--- config.mk ---
export PLATFORM = sky130hd
export DESIGN_NAME = xml_escape_utf8_sanitizer_top
export DESIGN_NICKNAME = d
export VERILOG_FILES = /design/src/rtl/core/xes_pkg.sv /design/src/rtl/core/xes_ctrl.sv /design/src/rtl/core/xes_datapath.sv /design/src/rtl/core/xml_escape_utf8_sanitizer_top.sv
export SDC_FILE = /design/constraint.sdc
export NUM_CORES = 1
export LEC_CHECK = 0
export ABC_AREA = 1
export BUFFER_PORTS_ARGS = -buffer_cell sky130_fd_sc_hd__buf_2
export CAP_MARGIN = 20
export CORE_UTILIZATION = 40
export CTS_CLUSTER_SIZE = 16
export DETAILED_ROUTE_END_ITERATION = 6
export SLEW_MARGIN = 20
export SYNTH_ARGS = -nofsm -noshare
export SYNTH_HDL_FRONTEND = slang
export SYNTH_SLANG_ARGS = --single-unit
--- constraint.sdc ---
create_clock -name i_clk -period 2.08 [get_ports i_clk]
set_clock_uncertainty 0.05 [all_clocks]
set_input_delay 0.208 -clock i_clk [delete_from_list [all_inputs] [get_ports i_clk]]
set_output_delay 0.208 -clock i_clk [all_outputs]
set_load 0.005 [all_outputs]
--- src/rtl/core/xes_pkg.sv ---
// Shared types, constants and escape tables for the XML escape / UTF-8 sanitizer.
// Used by the controller, the datapath and the top level.
package xes_pkg;

    // Default depth of the pending multi-byte sequence store
    localparam int DefSeqSlots = 20;

    // Character codes used by the escape tables
    localparam logic [7:0] ChNul   = 8'h00;
    localparam logic [7:0] ChTab   = 8'h09;
    localparam logic [7:0] ChLf    = 8'h0A;
    localparam logic [7:0] ChCr    = 8'h0D;
    localparam logic [7:0] ChSpace = 8'h20;
    localparam logic [7:0] ChQuot  = 8'h22;
    localparam logic [7:0] ChAmp   = 8'h26;
    localparam logic [7:0] ChApos  = 8'h27;
    localparam logic [7:0] ChSemi  = 8'h3B;
    localparam logic [7:0] ChLt    = 8'h3C;
    localparam logic [7:0] ChGt    = 8'h3E;
    localparam logic [7:0] ChA     = 8'h61;
    localparam logic [7:0] ChG     = 8'h67;
    localparam logic [7:0] ChL     = 8'h6C;
    localparam logic [7:0] ChM     = 8'h6D;
    localparam logic [7:0] ChO     = 8'h6F;
    localparam logic [7:0] ChP     = 8'h70;
    localparam logic [7:0] ChQ     = 8'h71;
    localparam logic [7:0] ChS     = 8'h73;
    localparam logic [7:0] ChT     = 8'h74;
    localparam logic [7:0] ChU     = 8'h75;

    // Controller states
    typedef enum logic [2:0] {
        S_IDLE,
        S_DISPATCH,
        S_FLUSH_OUT,
        S_FLUSH_RD,
        S_CHARS,
        S_COMMIT
    } t_state;

    // Controller to datapath commands
    typedef struct packed {
        logic latch;       // capture accepted item, plan its results
        logic rd_next;     // advance flush read index
        logic load_flush;  // load output register from pending store
        logic load_char;   // load output register with next escape char
        logic commit;      // update pending store and count
    } t_cmd;

    // Datapath to controller status
    typedef struct packed {
        logic out_free;    // output register can take a result this cycle
        logic flush_none;  // no pending bytes to flush for this item
        logic flush_last;  // flush index is on the final pending byte
        logic chars_none;  // item writes no characters of its own
        logic chars_last;  // char index is on the final character
    } t_sts;

    // Number of characters an ASCII byte escapes to (0 = dropped)
    function automatic logic [2:0] esc_len(input logic [7:0] c);
        logic [2:0] len;
        unique case (c)
            ChAmp:              len = 3'd5;
            ChLt, ChGt:         len = 3'd4;
            ChQuot, ChApos:     len = 3'd6;
            ChTab, ChLf, ChCr:  len = 3'd1;
            default:            len = (c >= ChSpace && !c[7]) ? 3'd1 : 3'd0;
        endcase
        return len;
    endfunction

    // Character k of the escaped form of an ASCII byte
    function automatic logic [7:0] esc_char(input logic [7:0] c, input logic [2:0] k);
        logic [7:0] ch;
        unique case (c)
            ChAmp: begin
                unique case (k)
                    3'd0:    ch = ChAmp;
                    3'd1:    ch = ChA;
                    3'd2:    ch = ChM;
                    3'd3:    ch = ChP;
                    default: ch = ChSemi;
                endcase
            end
            ChLt: begin
                unique case (k)
                    3'd0:    ch = ChAmp;
                    3'd1:    ch = ChL;
                    3'd2:    ch = ChT;
                    default: ch = ChSemi;
                endcase
            end
            ChGt: begin
                unique case (k)
                    3'd0:    ch = ChAmp;
                    3'd1:    ch = ChG;
                    3'd2:    ch = ChT;
                    default: ch = ChSemi;
                endcase
            end
            ChQuot: begin
                unique case (k)
                    3'd0:    ch = ChAmp;
                    3'd1:    ch = ChQ;
                    3'd2:    ch = ChU;
                    3'd3:    ch = ChO;
                    3'd4:    ch = ChT;
                    default: ch = ChSemi;
                endcase
            end
            ChApos: begin
                unique case (k)
                    3'd0:    ch = ChAmp;
                    3'd1:    ch = ChA;
                    3'd2:    ch = ChP;
                    3'd3:    ch = ChO;
                    3'd4:    ch = ChS;
                    default: ch = ChSemi;
                endcase
            end
            ChTab, ChLf, ChCr: ch = ChSpace;
            default:           ch = c;
        endcase
        return ch;
    endfunction

    // Sequence width a lead byte declares (0 = unchecked, 0xFC and up)
    function automatic logic [2:0] declared_width(input logic [7:0] lead);
        logic [2:0] w;
        priority if (!lead[5]) w = 3'd2;
        else if (!lead[4])     w = 3'd3;
        else if (!lead[3])     w = 3'd4;
        else if (!lead[2])     w = 3'd5;
        else                   w = 3'd0;
        return w;
    endfunction

endpackage

--- src/rtl/core/xes_ctrl.sv ---
// Controller state machine of the sanitizer: sequences flush, escape and commit.
// Depends on xes_pkg for the state, command and status types.
module xes_ctrl (
    input  logic          i_clk,
    input  logic          i_rst_n,
    input  logic          i_s_tvalid,
    output logic          o_s_tready,
    output xes_pkg::t_cmd o_cmd,
    input  xes_pkg::t_sts i_sts
);
    import xes_pkg::*;

    t_state r_state;
    t_state n_state;

    // State register
    always_ff @(posedge i_clk) begin
        if (!i_rst_n) begin
            r_state <= S_IDLE;
        end else begin
            r_state <= n_state;
        end
    end

    // Next state and commands
    always_comb begin
        n_state    = r_state;
        o_cmd      = '0;
        o_s_tready = 1'b0;
        unique case (r_state)
            S_IDLE: begin
                o_s_tready = 1'b1;
                if (i_s_tvalid) begin
                    o_cmd.latch = 1'b1;
                    n_state     = S_DISPATCH;
                end
            end
            S_DISPATCH: begin
                priority if (!i_sts.flush_none) n_state = S_FLUSH_OUT;
                else if (!i_sts.chars_none)     n_state = S_CHARS;
                else                            n_state = S_COMMIT;
            end
            S_FLUSH_OUT: begin
                if (i_sts.out_free) begin
                    o_cmd.load_flush = 1'b1;
                    if (i_sts.flush_last) begin
                        n_state = i_sts.chars_none ? S_COMMIT : S_CHARS;
                    end else begin
                        o_cmd.rd_next = 1'b1;
                        n_state       = S_FLUSH_RD;
                    end
                end
            end
            // wait for the registered read of the next pending byte
            S_FLUSH_RD: begin
                n_state = S_FLUSH_OUT;
            end
            S_CHARS: begin
                if (i_sts.out_free) begin
                    o_cmd.load_char = 1'b1;
                    if (i_sts.chars_last) begin
                        n_state = S_COMMIT;
                    end
                end
            end
            S_COMMIT: begin
                o_cmd.commit = 1'b1;
                n_state      = S_IDLE;
            end
            default: begin
                n_state = S_IDLE;
            end
        endcase
    end

endmodule

--- src/rtl/core/xes_datapath.sv ---
// Datapath of the sanitizer: item capture, pending sequence store, escape
// lookup and output register. Depends on xes_pkg for types and tables.
module xes_datapath #(
    parameter int SEQ_SLOTS = xes_pkg::DefSeqSlots
) (
    input  logic          i_clk,
    input  logic          i_rst_n,
    input  logic [7:0]    i_s_tdata,
    input  logic          i_s_tuser,
    output logic          o_m_tvalid,
    input  logic          i_m_tready,
    output logic [7:0]    o_m_tdata,
    output logic          o_m_tlast,
    input  xes_pkg::t_cmd i_cmd,
    output xes_pkg::t_sts o_sts
);
    import xes_pkg::*;

    localparam int CW = $clog2(SEQ_SLOTS);
    localparam logic [CW-1:0] LastCount = CW'(SEQ_SLOTS - 1);

    // Pending sequence store
    logic [7:0]    r_mem [SEQ_SLOTS];
    logic [7:0]    r_rdata;
    logic [CW-1:0] r_count;
    logic [CW-1:0] n_count;
    logic [7:0]    r_lead;

    // Captured item and its plan
    logic          r_kind;
    logic [7:0]    r_byte;
    logic [CW-1:0] r_flush_n;
    logic [CW-1:0] n_flush_n;
    logic [2:0]    r_ch_n;
    logic [2:0]    n_ch_n;
    logic [CW-1:0] r_idx;
    logic [2:0]    r_ch;

    // Output register
    logic          r_m_valid;
    logic [7:0]    r_m_data;
    logic          r_m_last;

    logic          in_starter;
    logic [2:0]    lead_w;
    logic          wr_en;
    logic [CW-1:0] wr_addr;

    // Plan for the item on the input port
    always_comb begin
        in_starter = i_s_tdata[7:6] == 2'b11 || !i_s_tdata[7];
        lead_w     = declared_width(r_lead);
        n_flush_n  = '0;
        n_ch_n     = 3'd0;
        if (i_s_tuser) begin
            n_flush_n = r_count;
            n_ch_n    = 3'd1;
        end else if (in_starter) begin
            if (r_count != '0 && (lead_w == 3'd0 || 32'(lead_w) == 32'(r_count))) begin
                n_flush_n = r_count;
            end
            n_ch_n = i_s_tdata[7] ? 3'd0 : esc_len(i_s_tdata);
        end
    end

    // Store update at the end of the item
    always_comb begin
        n_count = r_count;
        wr_en   = 1'b0;
        wr_addr = r_count;
        if (r_kind) begin
            n_count = '0;
        end else if (r_byte[7:6] == 2'b11) begin
            n_count = CW'(1);
            wr_en   = 1'b1;
            wr_addr = '0;
        end else if (!r_byte[7]) begin
            n_count = '0;
        end else if (r_count != '0) begin
            if (r_count >= LastCount) begin
                n_count = '0;
            end else begin
                n_count = r_count + CW'(1);
                wr_en   = 1'b1;
            end
        end
    end

    // Memory write and registered read
    always_ff @(posedge i_clk) begin
        if (i_cmd.commit && wr_en) begin
            r_mem[wr_addr] <= r_byte;
        end
        r_rdata <= r_mem[r_idx];
    end

    // Count register
    always_ff @(posedge i_clk) begin
        if (!i_rst_n) begin
            r_count <= '0;
        end else if (i_cmd.commit) begin
            r_count <= n_count;
        end
    end

    // Copy of the lead byte for the width check
    always_ff @(posedge i_clk) begin
        if (i_cmd.commit && wr_en && wr_addr == '0) begin
            r_lead <= r_byte;
        end
    end

    // Item capture and indexes
    always_ff @(posedge i_clk) begin
        if (i_cmd.latch) begin
            r_kind    <= i_s_tuser;
            r_byte    <= i_s_tdata;
            r_flush_n <= n_flush_n;
            r_ch_n    <= n_ch_n;
            r_idx     <= '0;
            r_ch      <= 3'd0;
        end else begin
            if (i_cmd.rd_next) begin
                r_idx <= r_idx + CW'(1);
            end
            if (i_cmd.load_char) begin
                r_ch <= r_ch + 3'd1;
            end
        end
    end

    // Status to the controller
    always_comb begin
        o_sts.out_free   = !r_m_valid || i_m_tready;
        o_sts.flush_none = r_flush_n == '0;
        o_sts.flush_last = r_idx == r_flush_n - CW'(1);
        o_sts.chars_none = r_ch_n == 3'd0;
        o_sts.chars_last = r_ch == r_ch_n - 3'd1;
    end

    // Output register
    always_ff @(posedge i_clk) begin
        if (!i_rst_n) begin
            r_m_valid <= 1'b0;
        end else if (i_cmd.load_flush || i_cmd.load_char) begin
            r_m_valid <= 1'b1;
        end else if (i_m_tready) begin
            r_m_valid <= 1'b0;
        end
    end

    always_ff @(posedge i_clk) begin
        if (i_cmd.load_flush) begin
            r_m_data <= r_rdata;
            r_m_last <= o_sts.flush_last && o_sts.chars_none;
        end else if (i_cmd.load_char) begin
            r_m_data <= r_kind ? ChNul : esc_char(r_byte, r_ch);
            r_m_last <= o_sts.chars_last;
        end
    end

    assign o_m_tvalid = r_m_valid;
    assign o_m_tdata  = r_m_data;
    assign o_m_tlast  = r_m_last;

endmodule

--- src/rtl/core/xml_escape_utf8_sanitizer_top.sv ---
// XML escape with UTF-8 width check. One data byte or end marker per input
// transfer; escaped bytes leave on the output stream, tlast on the final byte
// of each item. After an item is taken the block is busy through a dispatch
// state, the flush of F > 0 pending bytes if any, each flushed byte going
// through the registered read port of the pending store, the C characters
// written for the byte (0 to 6) and a commit state; output stalls add to this. The
// next item is taken while the last result still sits in the output register.
// The pending store needs no clearing after reset: only entries below the
// pending count are read.
// Top level: instantiates xes_ctrl and xes_datapath; depends on xes_pkg.
module xml_escape_utf8_sanitizer_top #(
    parameter int SEQ_SLOTS = xes_pkg::DefSeqSlots
) (
    input  logic       i_clk,
    input  logic       i_rst_n,
    input  logic       i_s_tvalid,
    output logic       o_s_tready,
    input  logic [7:0] i_s_tdata,   // [7:0] in_byte
    input  logic       i_s_tuser,   // [0] kind (1 = end of string)
    output logic       o_m_tvalid,
    input  logic       i_m_tready,
    output logic [7:0] o_m_tdata,   // [7:0] out_byte
    output logic       o_m_tlast    // run_last
);
    import xes_pkg::*;

    t_cmd cmd;
    t_sts sts;

    xes_ctrl u_ctrl (
        .i_clk      (i_clk),
        .i_rst_n    (i_rst_n),
        .i_s_tvalid (i_s_tvalid),
        .o_s_tready (o_s_tready),
        .o_cmd      (cmd),
        .i_sts      (sts)
    );

    xes_datapath #(
        .SEQ_SLOTS (SEQ_SLOTS)
    ) u_dp (
        .i_clk      (i_clk),
        .i_rst_n    (i_rst_n),
        .i_s_tdata  (i_s_tdata),
        .i_s_tuser  (i_s_tuser),
        .o_m_tvalid (o_m_tvalid),
        .i_m_tready (i_m_tready),
        .o_m_tdata  (o_m_tdata),
        .o_m_tlast  (o_m_tlast),
        .i_cmd      (cmd),
        .o_sts      (sts)
    );

endmodule

# Yosys cells after proc, flatten, opt, wreduce, memory -nomap -nowiden
# Memory sizes are Yosys's and may differ from the RTL's. A register that Yosys moved wholly into a read port is not among the register bits.
# Index checks and enable logic that the tools add are counted.
[classes]
addsub = 5
magnitude_cmp = 2
n_eq_ne = 35
mux = 55
n_bitwise = 1
reduce_logical = 27
[ops]
columns = ["operator", "n"]
rows = [
  ["== test 8 x 6 -> 1 bit, second input constant", 10],
  ["one-hot mux 7 bit (5 select lines)", 2],
  ["2-to-1 mux 5 bit", 10],
  ["== test 8 x 4 -> 1 bit, second input constant", 6],
  ["one-hot mux 8 bit (6 select lines)", 1],
  ["one-hot mux 7 bit (3 select lines)", 2],
  ["2-to-1 mux 3 bit", 10],
  ["one-hot mux 7 bit (4 select lines)", 1],
  ["2-to-1 mux 8 bit", 3],
  ["2-to-1 mux 1 bit", 22],
  ["one-hot mux 3 bit (5 select lines)", 1],
  ["== test 3 x 2 -> 1 bit, second input constant", 4],
  ["zero test 3 bit", 4],
  ["one-hot mux 3 bit (4 select lines)", 1],
  ["adder 5 x 1 -> 5 bit, second input constant", 2],
  ["zero test 5 bit", 2],
  ["== test 3 bit, second input constant", 3],
  ["OR reduction 3 bit", 3],
  [">= comparator 8 x 6 -> 1 bit, second input constant", 1],
  ["inequality test 2 bit, second input constant", 4],
  ["== test 3 x 1 -> 1 bit, second input constant", 2],
  ["== test 3 x 5 -> 1 bit", 1],
  ["== test 5 bit", 1],
  [">= comparator 5 bit, second input constant", 1],
  ["16 further kinds", 28],
]
[word_totals]
register_bits = 49
mem_bits_rw = 160
in_bits = 13
output_inout_bits = 11
wordCells = 139
n_memories = 1
[mem_list]
columns = ["name", "depth", "word_bits", "rd", "rd_clocked_by_memory_dff", "wr", "line_no", "source"]
rows = [
  ["u_dp.r_mem", 20, 8, 1, 1, 1, "xes_datapath.sv:23", "logic [7:0] r_mem [SEQ_SLOTS];"],
]

# Longest topological paths before layout
[logic_depth]
ltp_word = 10
depth_mapped = 13

# Modules after synthesis
# A second synthesis with hierarchy kept.
[unflattened]
cells_unflattened = 987
area_unflattened_um2 = 9835.7
[modules_own_cells]
columns = ["mod", "instances", "cells_per_inst", "area_each_um2", "seq_area_each_um2"]
rows = [
  ["xes_datapath", 1, 938, 9521.6, 6145.9],
  ["xes_ctrl", 1, 49, 314.1, 60.1],
]

# Worst setup path before layout
# OpenSTA, ideal clock, no wires.
[synth_timing]
path_type = "reg2reg"
from = "reg u_dp.r_byte[7]"
to = "mem u_dp.r_mem[15][0] (enable)"
setup_ps = 383
arrival_time_ps = 1802
required_time_ps = 1647
slack_ps = -156
path_stages_with_launch = 10
synth_period_minus_slack_ps = 2236
cell_sequence = "edfxtp_1 -> inv_1 -> nor2_1 -> inv_1 -> nor2_1 -> inv_2 -> nand3_1 -> inv_1 -> nand2_1 -> nor3_1"
[synth_via]
elab_chain_len = 6
word_cells_on_any_way = 9
classes_between = "1 x eq/ne; 7 x mux; 1 x reduce/logical"
[synth_lines]
columns = ["element", "line_no", "source"]
rows = [
  ["from (decl)", "xes_datapath.sv:31", "logic [7:0] r_byte;"],
  ["from (signal assigned)", "xes_datapath.sv:117", "r_byte <= i_s_tdata;"],
  ["== test 2 bit / 2-to-1 mux 1 bit (equally long branches)", "xes_datapath.sv:73, xes_datapath.sv:77", ""],
  ["2-to-1 mux 1 bit", "xes_datapath.sv:73", "end else if (r_byte[7:6] == 2'b11) begin"],
  ["2-to-1 mux 1 bit", "xes_datapath.sv:71", "if (r_kind) begin"],
  ["logical AND 1 bit", "xes_datapath.sv:91", "if (i_cmd.commit && wr_en) begin"],
  ["2-to-1 mux 1 bit", "xes_datapath.sv:91", ""],
  ["2-to-1 mux 1 bit (not written as such)", "xes_datapath.sv:92", "r_mem[wr_addr] <= r_byte;"],
  ["to (decl)", "xes_datapath.sv:23", ""],
]
# Several ways; a longest one is shown, not always the timed one.

# Worst setup path in the final report
[layout_timing]
from = "reg u_dp.r_count[1]"
to = "mem u_dp.r_mem[7][5] (enable)"
[layout_via]
elab_chain_len = 9
word_cells_on_any_way = 12
classes_between = "1 x order compare; 9 x mux; 2 x reduce/logical"
[layout_lines]
columns = ["element", "line_no", "source"]
rows = [
  ["from (decl)", "xes_datapath.sv:25", "logic [CW-1:0] r_count;"],
  ["from (signal assigned)", "xes_datapath.sv:102", "r_count <= n_count;"],
  [">= comparator 5 bit", "xes_datapath.sv:80", "if (r_count >= LastCount) begin"],
  ["2-to-1 mux 1 bit", "xes_datapath.sv:80", ""],
  ["2-to-1 mux 1 bit", "xes_datapath.sv:79", "end else if (r_count != '0) begin"],
  ["2-to-1 mux 1 bit", "xes_datapath.sv:77", "end else if (!r_byte[7]) begin"],
  ["2-to-1 mux 1 bit", "xes_datapath.sv:73", ""],
  ["2-to-1 mux 1 bit", "xes_datapath.sv:71", ""],
  ["logical AND 1 bit", "xes_datapath.sv:91", ""],
  ["2-to-1 mux 1 bit", "xes_datapath.sv:91", ""],
  ["2-to-1 mux 1 bit (not written as such)", "xes_datapath.sv:92", ""],
]
# Several ways; a longest one is shown, not always the timed one.

==> results.toml <==
[cts]
clock-sinks = 215
clk_pin_slew_ps = 60
cts_buffers = 24
htree_num_levels = 1
clk_latency_ps = 540
cts.path.max_buffers = 3
root_buffer = "clkbuf_16"
cts_tree = "built"

[floorplan]
boundaryPins = 24
num_rows = 56
dieArea_um2 = 24420
die_h_um = 156.3
initial_core_util_pct = 40.67
core-area_um2 = 23400
die_w_um = 156.3

[placement]
placedCellCount = 1311
place_area_um2 = 10510
gp_congestion = 0.9129
port_buffers = 23
dp_slack_ps = 5.719
dp.final_hpwl_mm = 16.41

[power_and_ir_drop]
power_leakage_nw = 4.398
peakVddDrop_uv = 483.8
power.density_nw_per_um2 = 973.5

[yosys]
avgSynthCellArea_um2 = 10.32
syn-cell-area_um2 = 9518
synth_top_cells_by_area = "edfxtp_1 60%, nor2_1 6.0%, nand2_1 6.0%, o21ai_0 5.7%, dfxtp_1 5.3%"
yosys_register_bits = 215
synthArstFlopShare_pct = 0
synth_cell_types = 36
yosysMostFrequentCell = "edfxtp_1"
yosys_warnings = 0
synth_common_cells = "190 x edfxtp_1, 153 x nor2_1, 151 x nand2_1, 109 x o21ai_0, 70 x inv_1"
synth-edff-count = 190
synth_top_cell_by_area = "edfxtp_1"
synthCells = 922
synthFlopType = "edfxtp_1"
yosysSeqAreaShare_pct = 65.20
netlist.area_leader.share_pct = 59.94

[drt]
firstDrtPassIters = 5
final_antenna_net_count = 0
drtIter0Drc = 603
wl_per_cell_um = 17.93
vias = 7075
drc_errors = 0
avgViaCountPerCell = 5.179
drt-total-wl_mm = 24.49

[global_routing]
antenna_found_initial = 0
grtUsageTotal_pct = 20.53
grt_pass1_vias = 6725
grt_pass1_wl_mm = 37.90
grt_max_degree = 81
grt-ovfl-total = 0

[sta]
clock.fmax_mhz = 463.4
finalCritPeriodShare_pct = 103.8
period_needed_ps = 2158
relSlewSlack_pct = 66.63
rsz0062_at_grt = "true"
holdWs_ps = 18.90
finalHoldViolCount = 0
worst_pin_slew_ps = 498.7
drv_slew = 0
final-setup-viol-count = 49
setup_ws_ps = -78.04
setup_tns_ps = -1770

[run]
drv_cap = 0

[worst_setup_path]
slowest_stage = "dfxtp_2"
cp-start-kind = "register"
cp-startpoint = "u_dp.r_count[1]"
crit_required_ps = 2250
cp-end-kind = "register"
crit_fanout = 8
crit_path_frequent_cell = "nor3_2"
slowest_delay_ps = 350
worst_ep_arrival_time_ps = 2330
path_cells = "ha_4 > nand3b_1 > nand2_2 > a21oi_2 > nor3_2 > buf_4 > clkinvlp_4 > nor3_2 > buf_6"
timing.rr.start = "u_dp.r_count[1]"
criticalPathCategory = "reg -> reg"

[layout]
n_fill_cell = 2129
drive_gt1_share_pct = 16.33
layoutNonFillerInstCount = 1366
fin_area_um2 = 11550
syn2layout_area_growth_pct = 21.36
diodes = 0
nets = 1054

[worst_hold_path]
worstHoldPathType = "in -> reg"
worst_hold_startpoint = "i_m_tready"

[outcome]
status = "complete, but fails checks"
violations = "negative setup slack"
state kept, by name (all words and copies together), names as in the netlist, 4 cells and up:
name and flops:
u_dp.r_idx 5, u_dp.r_lead 4, u_dp.r_flush_n 5, u_dp.r_count 5
u_dp.o_m_tdata 8, u_dp.r_mem 160, u_dp.r_rdata 8, u_dp.r_byte 8
worst max-delay path, delay by kind of cell, from the launching register on:
family	cells	cell delay, ps
compound gates	1	50
flops	1	350
buf+inv	3	490
fa+ha+maj	1	160
simple gates	4	730
metal layers:
metal	GRT usage [%]	share of wire, %	up-vias
met5	0	0	-
met4	7.190	2.7	0
met3	2.659	5.9	43
met2	32.12	46	217
met1	29.35	46	3385
li1	-	-	3430
worst paths after layout:
check                       to  slack, ps  cells after the start
max           u_dp.r_mem[7][5]        -80                      9
min          u_ctrl.r_state[1]         20                      5
max reg2reg   u_dp.r_mem[7][5]        -80                      9
min reg2reg  u_dp.o_m_tdata[4]        460                      2
logic make-up (layout without fill, tap and decap cells):
family | count (synthesis) | after routing | share of synthesized area, %
and+or+nand+nor | 384 | 384 | 16.63
AOI/OAI and AO/OA | 193 | 193 | 11.17
adders and majority gates | 12 | 12 | 1.577
DFF | 215 | 215 | 65.20
xor gates and xnor gates | 10 | 10 | 0.9203
other | 1 | 8 | 0.03940
buffers and inverters | 107 | 225 | 4.456
stage by stage:
stage	util [%]	power [mW]
floorplan	-	6.400
global placement	44.92	7.187
detailed placement	44.92	7.209
CTS	48.65	11.30
global route	49.36	11.70
finish	49.36	11.25
cell type report:
cell class	count	area, µm²	share of cell area, %
Sequential cell	215	6210	53.76
Inverter	78	296.5	2.567
Clock buffer	27	611.8	5.297
Multi-Input combinational cell	607	3019	26.14
Timing Repair Buffer	103	865.8	7.496
Tap cell	319	399.1	3.455
Clock inverter	17	148.9	1.289
placed cells by master (no fill, tap or decap), types with 8 or more instances in the layout:
master           n
a21oi_1         40
buf_2           23
buf_4           46
buf_6           20
clkbuf_16       24
clkinv_1         9
conb_1           8
dfxtp_1         22
dlygate4sd3_1   10
edfxtp_1       190
ha_1            11
inv_1           69
nand2_1        147
nand3_1         52
nor2_1         140
nor2_2          13
o21ai_0        109
o221ai_1        14
o22ai_1         19
xor2_1           9
report_power, final:
| part | switching, mW | internal, mW | total [mW] |
|---|---|---|---|
| Clock | 1.73 | 2.38 | 4.10 |
| Combinational | 1.44 | 0.628 | 2.07 |
| Sequential | 0.100 | 4.97 | 5.07 |
repair_timing:
item,4_1_cts,5_1_grt
endpoints found under the hold margin,12,0
setup endpoints to repair,21,162
gates resized for setup,3,43
pin swaps,0,7
buffers inserted,0,1
hold buffers,10,0
No activity file was read; power rests on OpenSTA's default activity.
